<file path="config.mk">
export PLATFORM = sky130hd
export DESIGN_NAME = rgba_half_downscaler_top
export DESIGN_NICKNAME = d
export VERILOG_FILES = /design/src/hw/rtl/rhd_pkg.sv /design/src/hw/rtl/rgba_half_downscaler_top.sv
export SDC_FILE = /design/constraint.sdc
export NUM_CORES = 1
export LEC_CHECK = 0
export BUFFER_PORTS_ARGS = -buffer_cell sky130_fd_sc_hd__buf_2
export CORE_ASPECT_RATIO = 0.7
export CORE_UTILIZATION = 30
export CTS_CLUSTER_SIZE = 8
export DETAILED_ROUTE_END_ITERATION = 10
export MAX_ROUTING_LAYER = met4
export PLACE_DENSITY = 0.44
export SETUP_SLACK_MARGIN = 0.3
export SLEW_MARGIN = 10
export SYNTH_ARGS = -nofsm -noshare
export SYNTH_HDL_FRONTEND = slang
export SYNTH_SLANG_ARGS = --single-unit
export TNS_END_PERCENT = 5
</file>
<file path="constraint.sdc">
create_clock -name clk_i -period 8.44 [get_ports clk_i]
set_input_delay 0.844 -clock clk_i [delete_from_list [all_inputs] [get_ports clk_i]]
set_output_delay 0.844 -clock clk_i [all_outputs]
set_load 0.01 [all_outputs]
</file>
<file path="src/hw/rtl/rhd_pkg.sv">
// ----------------------------------------------------------------------------
// rhd_pkg
// Shared constants and types for the RGBA half downscaler.
// ----------------------------------------------------------------------------
package rhd_pkg;

  // Largest frame dimension that the counters must cover
  localparam int unsigned MaxDim  = 4096;
  // Counter width: holds 0 .. MaxDim-1
  localparam int unsigned CntW    = $clog2(MaxDim);
  // Dimension width: holds MaxDim itself
  localparam int unsigned DimW    = CntW + 1;
  // Configuration register width
  localparam int unsigned RegW    = 13;
  localparam int unsigned PixW    = 32;
  localparam int unsigned DataW   = 32;
  localparam int unsigned AddrW   = 3;

  // Register indexes (byte address = 4 * index)
  localparam logic RegWidth  = 1'b0;
  localparam logic RegHeight = 1'b1;

  typedef logic [DimW-1:0] dim_t;
  typedef logic [CntW-1:0] cnt_t;

  // One step of the wanted-index accumulator
  typedef struct packed {
    logic [1:0] step;
    cnt_t       rem;
  } adv_t;

endpackage

</file>
<file path="src/hw/rtl/rgba_half_downscaler_top.sv">
// ----------------------------------------------------------------------------
// rgba_half_downscaler_top
// Nearest-neighbour halving of a raster-order RGBA pixel stream.
// Output: a kept pixel is registered and appears on the output in the cycle after its input beat.
// Throughput: one input beat per cycle; the single output register sets it,
//   and input stalls only while that register is full and the output stalls.
// Reset: asynchronous, active low; both dimensions reset to 1 and all frame
//   counters to zero. Any register write restarts the frame.
// ----------------------------------------------------------------------------
module rgba_half_downscaler_top (
  input  logic                        clk_i,
  input  logic                        rst_ni,
  // configuration port
  input  logic                        psel,
  input  logic                        penable,
  input  logic                        pwrite,
  input  logic [rhd_pkg::AddrW-1:0]   paddr,
  input  logic [rhd_pkg::DataW-1:0]   pwdata,
  output logic [rhd_pkg::DataW-1:0]   prdata,
  output logic                        pready,
  // source pixels
  input  logic                        in_valid_i,
  output logic                        in_stall_o,
  input  logic [rhd_pkg::PixW-1:0]    pixel_in_i,
  // kept pixels
  output logic                        out_valid_o,
  input  logic                        out_stall_i,
  output logic [rhd_pkg::PixW-1:0]    pixel_out_o,
  output logic                        row_end_o,
  output logic                        frame_end_o
);

  import rhd_pkg::*;

  // Registers and frame counters
  logic [RegW-1:0] width_q, width_d, height_q, height_d;
  cnt_t            in_col_q, in_col_d, in_row_q, in_row_d;
  dim_t            want_col_q, want_col_d, want_row_q, want_row_d;
  cnt_t            col_rem_q, col_rem_d, row_rem_q, row_rem_d;
  cnt_t            out_col_q, out_col_d, out_row_q, out_row_d;

  // Output register
  logic            out_valid_q, out_valid_d;
  logic [PixW-1:0] pixel_q;
  logic            row_end_q, frame_end_q;

  logic            cfg_wr, in_acc;
  dim_t            w_eff, h_eff;
  cnt_t            half_w, half_h;
  logic            col_hit, row_hit, last_col, last_row, hit_row_end, hit_frame_end;
  adv_t            col_adv, row_adv;

  // Clamp a register value to 1 .. MaxDim
  function automatic dim_t eff_size(logic [RegW-1:0] raw);
    dim_t v;
    v = DimW'(raw);
    if (raw == '0) begin
      v = DimW'(1);
    end else if (32'(raw) > MaxDim) begin
      v = DimW'(MaxDim);
    end
    return v;
  endfunction

  // ceil(total/2)
  function automatic cnt_t half_of(dim_t total);
    logic [DimW:0] s;
    s = {1'b0, total} + (DimW+1)'(1);
    return s[CntW:1];
  endfunction

  // Step by total/half with remainder carry
  function automatic adv_t advance(dim_t total, cnt_t half, cnt_t rem);
    adv_t          a;
    cnt_t          r;
    logic [CntW:0] sum;
    r   = total[0] ? cnt_t'(half - cnt_t'(1)) : '0;
    sum = {1'b0, rem} + {1'b0, r};
    a.step = total[0] ? 2'd1 : 2'd2;
    if (sum >= {1'b0, half}) begin
      sum    = sum - {1'b0, half};
      a.step = a.step + 2'd1;
    end
    a.rem = sum[CntW-1:0];
    return a;
  endfunction

  // Handshakes
  assign cfg_wr     = psel && penable && pwrite;
  assign pready     = 1'b1;
  assign in_stall_o = out_valid_q && out_stall_i;
  assign in_acc     = in_valid_i && !in_stall_o;

  // Register read-back
  always_comb begin
    if (paddr[2] == RegHeight) begin
      prdata = DataW'(height_q);
    end else begin
      prdata = DataW'(width_q);
    end
  end

  // Selection decode from the current position
  assign w_eff    = eff_size(width_q);
  assign h_eff    = eff_size(height_q);
  assign half_w   = half_of(w_eff);
  assign half_h   = half_of(h_eff);
  assign col_hit  = ({1'b0, in_col_q} == want_col_q);
  assign row_hit  = ({1'b0, in_row_q} == want_row_q);
  assign last_col = ({1'b0, in_col_q} >= dim_t'(w_eff - dim_t'(1)));
  assign last_row = ({1'b0, in_row_q} >= dim_t'(h_eff - dim_t'(1)));
  assign col_adv  = advance(w_eff, half_w, col_rem_q);
  assign row_adv  = advance(h_eff, half_h, row_rem_q);
  assign hit_row_end   = (out_col_q == cnt_t'(half_w - cnt_t'(1)));
  assign hit_frame_end = hit_row_end && (out_row_q == cnt_t'(half_h - cnt_t'(1)));

  // Counter next state
  always_comb begin
    width_d    = width_q;
    height_d   = height_q;
    in_col_d   = in_col_q;
    in_row_d   = in_row_q;
    want_col_d = want_col_q;
    want_row_d = want_row_q;
    col_rem_d  = col_rem_q;
    row_rem_d  = row_rem_q;
    out_col_d  = out_col_q;
    out_row_d  = out_row_q;
    if (cfg_wr) begin
      if (paddr[2] == RegHeight) begin
        height_d = pwdata[RegW-1:0];
      end else begin
        width_d = pwdata[RegW-1:0];
      end
      in_col_d   = '0;
      in_row_d   = '0;
      want_col_d = '0;
      want_row_d = '0;
      col_rem_d  = '0;
      row_rem_d  = '0;
      out_col_d  = '0;
      out_row_d  = '0;
    end else if (in_acc) begin
      if (col_hit) begin
        want_col_d = want_col_q + DimW'(col_adv.step);
        col_rem_d  = col_adv.rem;
        out_col_d  = out_col_q + cnt_t'(1);
      end
      if (!last_col) begin
        in_col_d = in_col_q + cnt_t'(1);
      end else begin
        // end of source row
        in_col_d   = '0;
        want_col_d = '0;
        col_rem_d  = '0;
        out_col_d  = '0;
        if (last_row) begin
          in_row_d   = '0;
          want_row_d = '0;
          row_rem_d  = '0;
          out_row_d  = '0;
        end else begin
          if (row_hit) begin
            want_row_d = want_row_q + DimW'(row_adv.step);
            row_rem_d  = row_adv.rem;
            out_row_d  = out_row_q + cnt_t'(1);
          end
          in_row_d = in_row_q + cnt_t'(1);
        end
      end
    end
  end

  // Output register fill and drain
  always_comb begin
    out_valid_d = out_valid_q;
    if (in_acc) begin
      out_valid_d = col_hit && row_hit;
    end else if (!out_stall_i) begin
      out_valid_d = 1'b0;
    end
  end

  // Control and counter registers
  always_ff @(posedge clk_i or negedge rst_ni) begin
    if (!rst_ni) begin
      width_q     <= RegW'(1);
      height_q    <= RegW'(1);
      in_col_q    <= '0;
      in_row_q    <= '0;
      want_col_q  <= '0;
      want_row_q  <= '0;
      col_rem_q   <= '0;
      row_rem_q   <= '0;
      out_col_q   <= '0;
      out_row_q   <= '0;
      out_valid_q <= 1'b0;
    end else begin
      width_q     <= width_d;
      height_q    <= height_d;
      in_col_q    <= in_col_d;
      in_row_q    <= in_row_d;
      want_col_q  <= want_col_d;
      want_row_q  <= want_row_d;
      col_rem_q   <= col_rem_d;
      row_rem_q   <= row_rem_d;
      out_col_q   <= out_col_d;
      out_row_q   <= out_row_d;
      out_valid_q <= out_valid_d;
    end
  end

  // Payload of the output beat
  always_ff @(posedge clk_i) begin
    if (in_acc) begin
      pixel_q     <= pixel_in_i;
      row_end_q   <= hit_row_end;
      frame_end_q <= hit_frame_end;
    end
  end

  assign out_valid_o = out_valid_q;
  assign pixel_out_o = pixel_q;
  assign row_end_o   = row_end_q;
  assign frame_end_o = frame_end_q;

  // Checks
  a_frame_end_row_end: assert property (@(posedge clk_i) disable iff (!rst_ni)
    out_valid_o |-> (!frame_end_o || row_end_o))
    else $error("frame end without row end");

  a_col_in_range: assert property (@(posedge clk_i) disable iff (!rst_ni)
    {1'b0, in_col_q} <= dim_t'(w_eff - dim_t'(1)))
    else $error("source column beyond row");

  a_out_col_bound: assert property (@(posedge clk_i) disable iff (!rst_ni)
    out_col_q <= half_w)
    else $error("kept column count beyond output width");

  a_stall_full: assert property (@(posedge clk_i) disable iff (!rst_ni)
    in_stall_o |-> out_valid_q)
    else $error("input stalled with empty output register");

endmodule

</file>
# Yosys cells after proc, flatten, opt, wreduce, memory -nomap -nowiden
# Cells that the tools add are included.
# word_totals
elab_cells	111
in_bits	74
out_inout_bits	69
regBits	159
# classes
reduce_logical	18
n_eq_ne	5
magnitude_cmp	6
addsub	18
n_bitwise	1
mux	49
# op_table
op	n
2-to-1 mux 12 bit	29
2-to-1 mux 13 bit	14
adder 12 x 1 -> 12 bit, second input constant	4
adder 12 x 12 -> 13 bit	2
adder 13 x 1 -> 13 bit, second input constant	2
adder 13 x 2 -> 13 bit	2
equality test 12 x 13 -> 1 bit	2
greater-or-equal comparator 12 x 13 -> 1 bit	2
greater-or-equal comparator 13 x 12 -> 1 bit	2
> comparator 13 bit, second input constant	2
logical NOT 13 bit	2
subtractor 13 x 1 -> 13 bit, second input constant	2
equality test 12 bit	2
subtractor 12 x 1 -> 12 bit, second input constant	2
subtractor 12 bit	2
2-to-1 mux 2 bit	4
AND reduction 2 bit	4
logical AND 1 bit	6
nonzero test 3 bit	2
adder 2 x 1 -> 2 bit, second input constant	2
nonzero test 2 bit	2
AND reduction 3 bit	1
2-to-1 mux 1 bit	2
inequality test 2 x 1 -> 1 bit, second input constant	1
other kinds (2)	2

# Depth between registers and ports, before layout
# Gate-level depths: netlist of run 1.
# logic_depth
depth_word	15
ltp_mapped	42
depth_no_buf	39

# Least setup slack after synthesis of run 1
# Ideal clock, no wire load.
# synth_timing
path_type	register -> register
start	reg width_q[10]
end	reg want_col_q[10]
arrival_ns	7.648
setup_slack_ns	0.671
setup_ns	0.121
t_required_ns	8.319
n_path_buf	4
stages_incl_launch_ff	37
period_less_slack_ns	7.769
cell_sequence	dfrtp_1 buf_2 nor4_1 and3_1 o21ai_0 clkbuf_1 ha_1 clkbuf_1 inv_1 ha_1 o21ai_1 nor4_1 xnor2_1 nor2_1 ha_1 or2_2 o31ai_1 a31oi_1 xor2_1 ha_1 nand4_1 o31ai_1 or3_1 nor3_1 o2bb2ai_1 clkbuf_1 inv_1 ha_1 inv_1 ha_1 inv_1 fa_1 nor2_1 and3_1 nand3_1 a21o_1 a22o_1
# synth_via
elab_chain_cells	14
elab_cells_between_ends	21
classes_between	6 x add/sub; 3 x order compare; 9 x mux; 3 x reduce/logical
# synth_lines
item	line_no	source
from (decl)	rgba_half_downscaler_top.sv:36	logic [RegW-1:0] width_q, width_d, height_q, height_d;
from (signal assigned)	rgba_half_downscaler_top.sv:187	width_q <= RegW'(1);
from (signal assigned)	rgba_half_downscaler_top.sv:199	width_q <= width_d;
> comparator 13 bit	rgba_half_downscaler_top.sv:59	end else if (32'(raw) > MaxDim) begin
2-to-1 mux 13 bit	rgba_half_downscaler_top.sv:59	
2-to-1 mux 13 bit *	rgba_half_downscaler_top.sv:57	if (raw == '0) begin
adder 13 x 1 -> 13 bit	rgba_half_downscaler_top.sv:68	s = {1'b0, total} + (DimW+1)'(1);
subtractor 12 x 1 -> 12 bit	rgba_half_downscaler_top.sv:77	r = total[0] ? cnt_t'(half - cnt_t'(1)) : '0;
2-to-1 mux 12 bit	rgba_half_downscaler_top.sv:77	
adder 12 x 12 -> 13 bit	rgba_half_downscaler_top.sv:78	sum = {1'b0, rem} + {1'b0, r};
greater-or-equal comparator 13 x 12 -> 1 bit	rgba_half_downscaler_top.sv:80	if (sum >= {1'b0, half}) begin
2-to-1 mux 2 bit	rgba_half_downscaler_top.sv:80	
adder 13 x 2 -> 13 bit	rgba_half_downscaler_top.sv:145	want_col_d = want_col_q + DimW'(col_adv.step);
2-to-1 mux 13 bit	rgba_half_downscaler_top.sv:144	if (col_hit) begin
2-to-1 mux 13 bit	rgba_half_downscaler_top.sv:149	if (!last_col) begin
2-to-1 mux 13 bit	rgba_half_downscaler_top.sv:143	end else if (in_acc) begin
2-to-1 mux 13 bit	rgba_half_downscaler_top.sv:129	if (cfg_wr) begin
to (signal assigned)	rgba_half_downscaler_top.sv:203	want_col_q <= want_col_d;
to (decl)	rgba_half_downscaler_top.sv:38	dim_t want_col_q, want_col_d, want_row_q, want_row_d;
# Every way passes the cells marked *; elsewhere a longest branch is shown, timed or not. The select of a mux whose other input is x is not followed.
# A chain may end at the register's enable or synchronous reset.

# Worst setup path in the final report of run 1
# layout_timing
start	reg height_q[1]
end	reg want_row_q[10]
# layout_via
elab_chain_cells	15
elab_cells_between_ends	22
classes_between	6 x add/sub; 3 x order compare; 10 x mux; 3 x reduce/logical
# layout_lines
item	line_no	source
from (decl)	rgba_half_downscaler_top.sv:36	
from (signal assigned)	rgba_half_downscaler_top.sv:188	height_q <= RegW'(1);
from (signal assigned)	rgba_half_downscaler_top.sv:200	height_q <= height_d;
> comparator 13 bit	rgba_half_downscaler_top.sv:59	
2-to-1 mux 13 bit	rgba_half_downscaler_top.sv:59	
2-to-1 mux 13 bit *	rgba_half_downscaler_top.sv:57	
adder 13 x 1 -> 13 bit	rgba_half_downscaler_top.sv:68	
subtractor 12 x 1 -> 12 bit	rgba_half_downscaler_top.sv:77	
2-to-1 mux 12 bit	rgba_half_downscaler_top.sv:77	
adder 12 x 12 -> 13 bit	rgba_half_downscaler_top.sv:78	
greater-or-equal comparator 13 x 12 -> 1 bit	rgba_half_downscaler_top.sv:80	
2-to-1 mux 2 bit	rgba_half_downscaler_top.sv:80	
adder 13 x 2 -> 13 bit	rgba_half_downscaler_top.sv:164	want_row_d = want_row_q + DimW'(row_adv.step);
2-to-1 mux 13 bit	rgba_half_downscaler_top.sv:163	if (row_hit) begin
2-to-1 mux 13 bit	rgba_half_downscaler_top.sv:157	if (last_row) begin
2-to-1 mux 13 bit	rgba_half_downscaler_top.sv:149	
2-to-1 mux 13 bit	rgba_half_downscaler_top.sv:143	
2-to-1 mux 13 bit	rgba_half_downscaler_top.sv:129	
to (signal assigned)	rgba_half_downscaler_top.sv:204	want_row_q <= want_row_d;
to (decl)	rgba_half_downscaler_top.sv:38	
# Marked as above.

==> results of run 1 <==
==> area by class of cell <==
class / count / area, µm² / area share [%]
Multi-Input combinational cell: 1164 / 8180 / 55.7
Sequential cell: 159 / 4150 / 28.2
Timing Repair Buffer: 143 / 827 / 5.62
Tap cell: 552 / 691 / 4.70
Clock buffer: 18 / 429 / 2.92
Inverter: 71 / 267 / 1.81
Clock inverter: 14 / 156 / 1.06
==> worst max-delay path, delay by kind of cell (launching register included) <==
family / cells / cell delay (ns)
buffers and inverters: 4 / 0.42
xor gates and xnor gates: 1 / 0.14
AOI/OAI and AO/OA: 10 / 2.18
DFF: 1 / 0.38
and+or+nand+nor: 14 / 2.32
muxes: 1 / 0.11
adders and majority gates: 6 / 2.01
==> stage by stage <==
stage          total power, mW  setup slack (ns)  std cells
2_1_floorplan             2.85             0.671       1490
3_3_place_gp              3.55             0.388       2088
3_5_place_dp              3.56             0.224       2088
4_1_cts                   4.41             0.323       2120
5_1_grt                   4.78             0.224       2121
6_report                  4.43             0.758       2121
==> cell usage in the layout (no fill, tap or decap), types with 17 or more instances in the layout <==
master	n
dfrtp_1	123
nand2_1	105
nor2_1	101
o21ai_0	100
buf_2	100
ha_1	84
xnor2_1	74
a21oi_1	72
inv_1	70
nand3_1	56
buf_4	42
and3_1	41
xor2_1	40
mux2_2	38
nand4_1	36
nor3_1	35
edfxtp_1	34
mux2i_1	33
a211oi_1	25
nor4_1	24
a21o_1	21
conb_1	20
nor2b_1	17
clkbuf_16	17
==> sequential cells by signal (all words and copies together) (netlist names), 12 cells and up <==
signal and cells:
in_row_q 12, in_col_q 12, want_col_q 13, out_col_q 12, out_row_q 12, row_rem_q 12, want_row_q 13, col_rem_q 12
height_q 13, width_q 13, pixel_out_o 32
==> how the worst max path moves through the flow <==
stage	cells past startpoint	endpoint
2_1_floorplan	36	want_col_q[10]$_DFFE_PN0P_
3_3_place_gp	35	want_row_q[10]$_DFFE_PN0P_
3_5_place_dp	38	want_row_q[10]$_DFFE_PN0P_
4_1_cts	35	want_row_q[10]$_DFFE_PN0P_
5_1_grt	38	want_row_q[10]$_DFFE_PN0P_
6_report	36	want_row_q[10]$_DFFE_PN0P_
==> layer usage <==
metal	vias up	GRT usage (%)	share of wire, %
li1	5532	-	-
met1	5500	32.6	57
met2	347	23.5	37
met3	17	2.70	5.2
met4	0	4.22	0.88
met5	-	-	0
==> power by group through the flow <==
stage	clock (mW)	sequential [mW]	combinational (mW)
after detailed placement	0	1.07	2.49
after global placement	0	1.07	2.48
final	0.816	1.06	2.55
after CTS	0.841	1.06	2.51
after floorplan	0	1.02	1.83
after global routing	0.868	1.08	2.82
==> cell families after synthesis <==
family | after synthesis
adder cells (fa/ha/maj) | 92
flip-flops | 159
AO/OA/AOI/OAI | 358
XOR/XNOR | 120
multiplexers | 71
other | 2
AND/OR/NAND/NOR | 503
buffers and inverters | 167
==> what timing repair did <==
action,4_1_cts,5_1_grt
gates resized for setup,2,17
endpoints found under the hold margin,0,0
pin swaps,0,2
buffers inserted,0,1
endpoints found under the setup margin,3,9
==> results.md, run 1 <==
* Global-route wire length before repair at 64400 µm
* Initial core utilization at between 30% and 40%
* Yosys cell types at 82
* Mux contribution to synthesized area at 5.88%
* Initial antenna violation count at 2
* Max Root-Sink Buffers at 2
* TritonCTS clock tree: yes
* H-tree Lvls at 4
* Worst-skew pair later-pin latency at about 0.47 ns
* Leakage at 6.41 nW
* Final hold violation count at 0
* Register bit count reported by yosys at 159
* Drt total wl at 41000 µm
* Synth-to-Final Area Change at 14.0%
* Mean area per synthesized cell at 8.76 µm²
* Final ANT Viol Nets at 0
* Critical-path top delay cell: or4_4
* Clock-pin slew on the worst setup and hold paths at 0.07 ns
* Reg-to-reg startpoint: height_q[1]$_DFFE_PN0P_
* Vias in the first global route at between 10000 and 15000
* HPWL after detailed placement at 30700 µm
* Drc violations at 0
* # setup viols final at 0
* Arrival @ worst endpoint at ~8.0 ns
* Cell repeated most along the worst path: ha_1
* Post-synthesis simple-gate area fraction at between 20% and 30%
* R2r worst-path depth at 36
* Largest net degree at the start of global routing at 80
* Chip height at 175 µm
* IO Port Bufs at 101
* Ys async rst share at 78.6%
* Pwr/cell area at between 300 and 400 nW/µm²
* IO Pins at 143
* Post-synth EDFFs at 34
* Setup Skew at 0.0152 ns
* Share of cells above drive strength 1 at 16.6%
* Die width at 250 µm
* R2r setup slk at 0.76 ns
* Placed cell area at 14000 µm²
* DIE AREA at about 44000 µm²
* Crit-path max cell delay at between 0.5 and 0.6 ns
* Post-Syn Instances at 1472
* Largest cells by area after synthesis: dfrtp_1, ha_1, edfxtp_1
* Hold_ws at 0.406 ns
* Count leader, synth: dfrtp_1
* HP Class: in2async
* Sw Pwr at roughly 2.0 mW
* Max Slew Vio Count at 0
* Comb pwr share at between 50% and 60%
* Cell area after synthesis at 12900 µm²
* Fmax at around 130 MHz
* Final #Nets at 1722
* Via density at 5.37
* Tcrit/Tclk final at 91.0%
* Synth warn at 0
* Synth Area in Compound Gates at 18.1%
* XOR/XNOR Fraction of Synth Area at between 8 and 9%
* Clock sink count at 159
* Sequential fraction of the synthesis area at 32.2%
* Status: finished clean
* CP Max Fanout at 13
* Switching portion of total power at roughly 46%
* Placer Congestion at 0.867
* Max-cap violations at 0
* Int Pwr at 2.38 mW
* Relative slew slack at 32.5%
* Post-Synth Adder-Cell Area at 9.28%
* Worst slew pin tran at 1.01 ns
* Worst reg2reg path endpoint: want_row_q[10]$_DFFE_PN0P_
* Core footprint at 42300 µm²
* Total CTS buffers at 17
* Post-synth top area cell: dfrtp_1
* Row count at 63
* Ys flop type: dfrtp_1
* Fillers at 4314
* Detailed Route Iter0 Violations at roughly 930
* Yosys top cell area share at between 20% and 30%
* Crit Path Category: reg2reg
* Final TNS setup at 0 ns
* Worst VDD drop at around 0.00017 V
* Clock Power Share at 18.4%
* Clk root buf: clkbuf_16
* Critical Path End Type: flop
* WL per Instance at 19.3 µm
* Sequential share of power at 24.0%
* Pre-Repair DR Iteration Count at 5
* Ant. Diodes at 0
* Final global-route overflow total at 0
* GR Util All Layers at roughly 20%
* Main combinational cell family by area after synthesis: simple AND/OR/NAND/NOR gates
* CTS Hold Bufs at 0
* Most instantiated cells after synthesis: dfrtp_1, nand2_1, nor2_1
* Critical path launch point: height_q[1]$_DFFE_PN0P_
* Via Count at roughly 11000
* Fin util at 34.7%
* Final cell area excluding filler cells at 14700 µm²
* RSZ-0062 raised after global routing: yes
* Tmin final at 7.68 ns
* WP data required at between 8 and 9 ns
* Startpoint Class: flop
No activity file was read; power rests on OpenSTA's default activity.
==> run 2, diff against run 1 <==
Settings changed: GPL_TIMING_DRIVEN set to 0.
==> results.md, run 2 (synthesized netlist as in run 1, its figures left out) <==
* Fin util at 36.3%
* HPWL after detailed placement at 33900 µm
* Most common cell after layout, fill and taps aside: dfrtp_1
* Max reg flops at 32
* Leakage at 6.63 nW
* CP Max Fanout at 10
* Wire length on met3 at 2790 µm
* Max-cap violations at 0
* Relative slew slack at 28.1%
* Crit-path max cell delay at around 0.55 ns
* Synth-to-Final Area Change at 19.0%
* Fmax at 128 MHz
* Clock Power Share at ~18%
* Startpoint Class: flop
* Setup Skew at 0.0168 ns
* Final TNS setup at 0 ns
* Cell repeated most along the worst path: ha_1
* Worst setup margin at ~0.65 ns
* Int Pwr at 2.48 mW
* Share of cells above drive strength 1 at 19.0%
* Pre-Repair DR Iteration Count at 6
* R2r setup slk at 0.65 ns
* Sw Pwr at 2.17 mW
* IO Pins at 143
* Final cell area excluding filler cells at 15300 µm²
* Top Metal Used: met4
* Worst reg2reg path endpoint: want_row_q[10]$_DFFE_PN0P_
* Place WS at -1.62 ns
* Pwr/cell area at 303 nW/µm²
* Met2 Wirelength at between 15000 and 20000 µm
* Comb pwr share at 59.3%
* Clock-pin slew on the worst setup and hold paths at about 0.080 ns
* Worst slew pin tran at 1.08 ns
* Drt total wl at 43800 µm
* Status: finished clean
* IO Port Bufs at 101
* Clock sink count at 159
* WP data required at approximately 8.8 ns
* Worst-skew pair later-pin latency at around 0.45 ns
* Placed cell area at 14200 µm²
* Tmin final at 7.79 ns
* TritonCTS clock tree: yes
* Die width at 250 µm
* Detailed Route Iter0 Violations at around 940
* # setup viols final at 0
* H-tree Lvls at 4
* WL per Instance at 19.9 µm
* Worst VDD drop at between 0.0001 and 0.00015 V
* Total CTS buffers at 17
* Ant. Diodes at 0
* Fillers at 4381
* Met1 WL at 24500 µm
* Largest net degree at the start of global routing at around 70
* Initial antenna violation count at 1
* Drc violations at 0
* Final ANT Viol Nets at 0
* Final global-route overflow total at 0
* Vias in the first global route at 11107
* Global-route wire length before repair at 67600 µm
* Most frequent cells in the layout: dfrtp_1, buf_2, nand2_1
* Core footprint at 42300 µm²
* Via density at 5.36
* DIE AREA at ~44000 µm²
* Critical-path top delay cell: or4_4
* Critical Path End Type: flop
* Sequential share of power at a little under a quarter
* Initial core utilization at 30.5%
* HP Class: in2async
* Row count at 63
* RSZ-0062 raised after global routing: yes
* Clk root buf: clkbuf_16
* Chip height at 175 µm
* Switching portion of total power at 46.6%
* Via Count at 11783
* Crit Path Category: reg2reg
* Final #Nets at 1799
* Max Slew Vio Count at 0
* Max Root-Sink Buffers at 2
* Reg-to-reg startpoint: height_q[3]$_DFFE_PN0P_
* GR Util All Layers at 20.6%
* Placer Congestion at around 0.85
* R2r worst-path depth at 34
* Arrival @ worst endpoint at 8.12 ns
* Tcrit/Tclk final at 92.3%
* Final hold violation count at 0
[run 2: what timing repair did]
| action | in CTS | in global routing |
|---|---|---|
| cloned | 0 | 0 |
| pin swaps | 6 | 16 |
| gates resized for setup | 46 | 52 |
| endpoints found under the setup margin | 37 | 17 |
| buffers inserted | 6 | 15 |
| hold buffers | 0 | 0 |
[run 2: power groups by stage]
stage / combinational, mW / sequential, mW / clock [mW]
after floorplan: 1.83 / 1.02 / 0
after global placement: 2.50 / 1.06 / 0
after detailed placement: 2.51 / 1.06 / 0
after CTS: 2.61 / 1.05 / 0.854
after global routing: 3.05 / 1.07 / 0.884
final: 2.76 / 1.06 / 0.836
[run 2: area by class of cell]
type / count / area (µm²) / area share (%)
clock buffers: 17 / 425 / 2.77
flip-flops and latches: 159 / 4150 / 27.1
well taps: 552 / 691 / 4.50
clock inverters: 15 / 175 / 1.14
multi-input cells: 1164 / 8410 / 54.8
plain buffers: 96 / 502 / 3.27
repair buffers: 124 / 721 / 4.70
inverters: 71 / 269 / 1.75
[run 2: stage by stage]
step	total power, mW	hold WS, ns	std cells
after global placement	3.56	0.478	2143
after CTS	4.52	0.380	2183
after floorplan	2.85	0.456	1490
after detailed placement	3.58	0.479	2145
after global routing	5.00	0.382	2198
final	4.65	0.351	2198
[run 2: worst max-delay path, delay by kind of cell, from the launching register on]
kind / cells / cell delay (ns)
buf+inv: 5 / 0.66
fa+ha+maj: 6 / 1.77
xor+xnor: 2 / 0.37
simple gates: 13 / 2.65
compound gates: 7 / 1.63
mux: 1 / 0.10
flops: 1 / 0.46
[run 2: how the worst max path moves through the flow]
stage,slack [ns],from,end,depth (start not counted)
final,0.65,height_q[3]$_DFFE_PN0P_,want_row_q[10]$_DFFE_PN0P_,34
after CTS,0.27,height_q[3]$_DFFE_PN0P_,want_row_q[10]$_DFFE_PN0P_,34
after global placement,-1.62,width_q[1]$_DFFE_PN0P_,want_col_q[10]$_DFFE_PN0P_,36
after detailed placement,-1.62,width_q[1]$_DFFE_PN0P_,want_col_q[10]$_DFFE_PN0P_,36
after global routing,0.21,height_q[3]$_DFFE_PN0P_,want_row_q[10]$_DFFE_PN0P_,37
after floorplan,0.67,width_q[10]$_DFFE_PN0P_,want_col_q[10]$_DFFE_PN0P_,36
[run 2: per-layer routing]
layer  track usage [%]  vias to the layer above
met2              25.3                      356
met1              33.5                     5735
met4              2.55                        0
li1                  -                     5680
met5                 -                        -
met3              4.34                       12
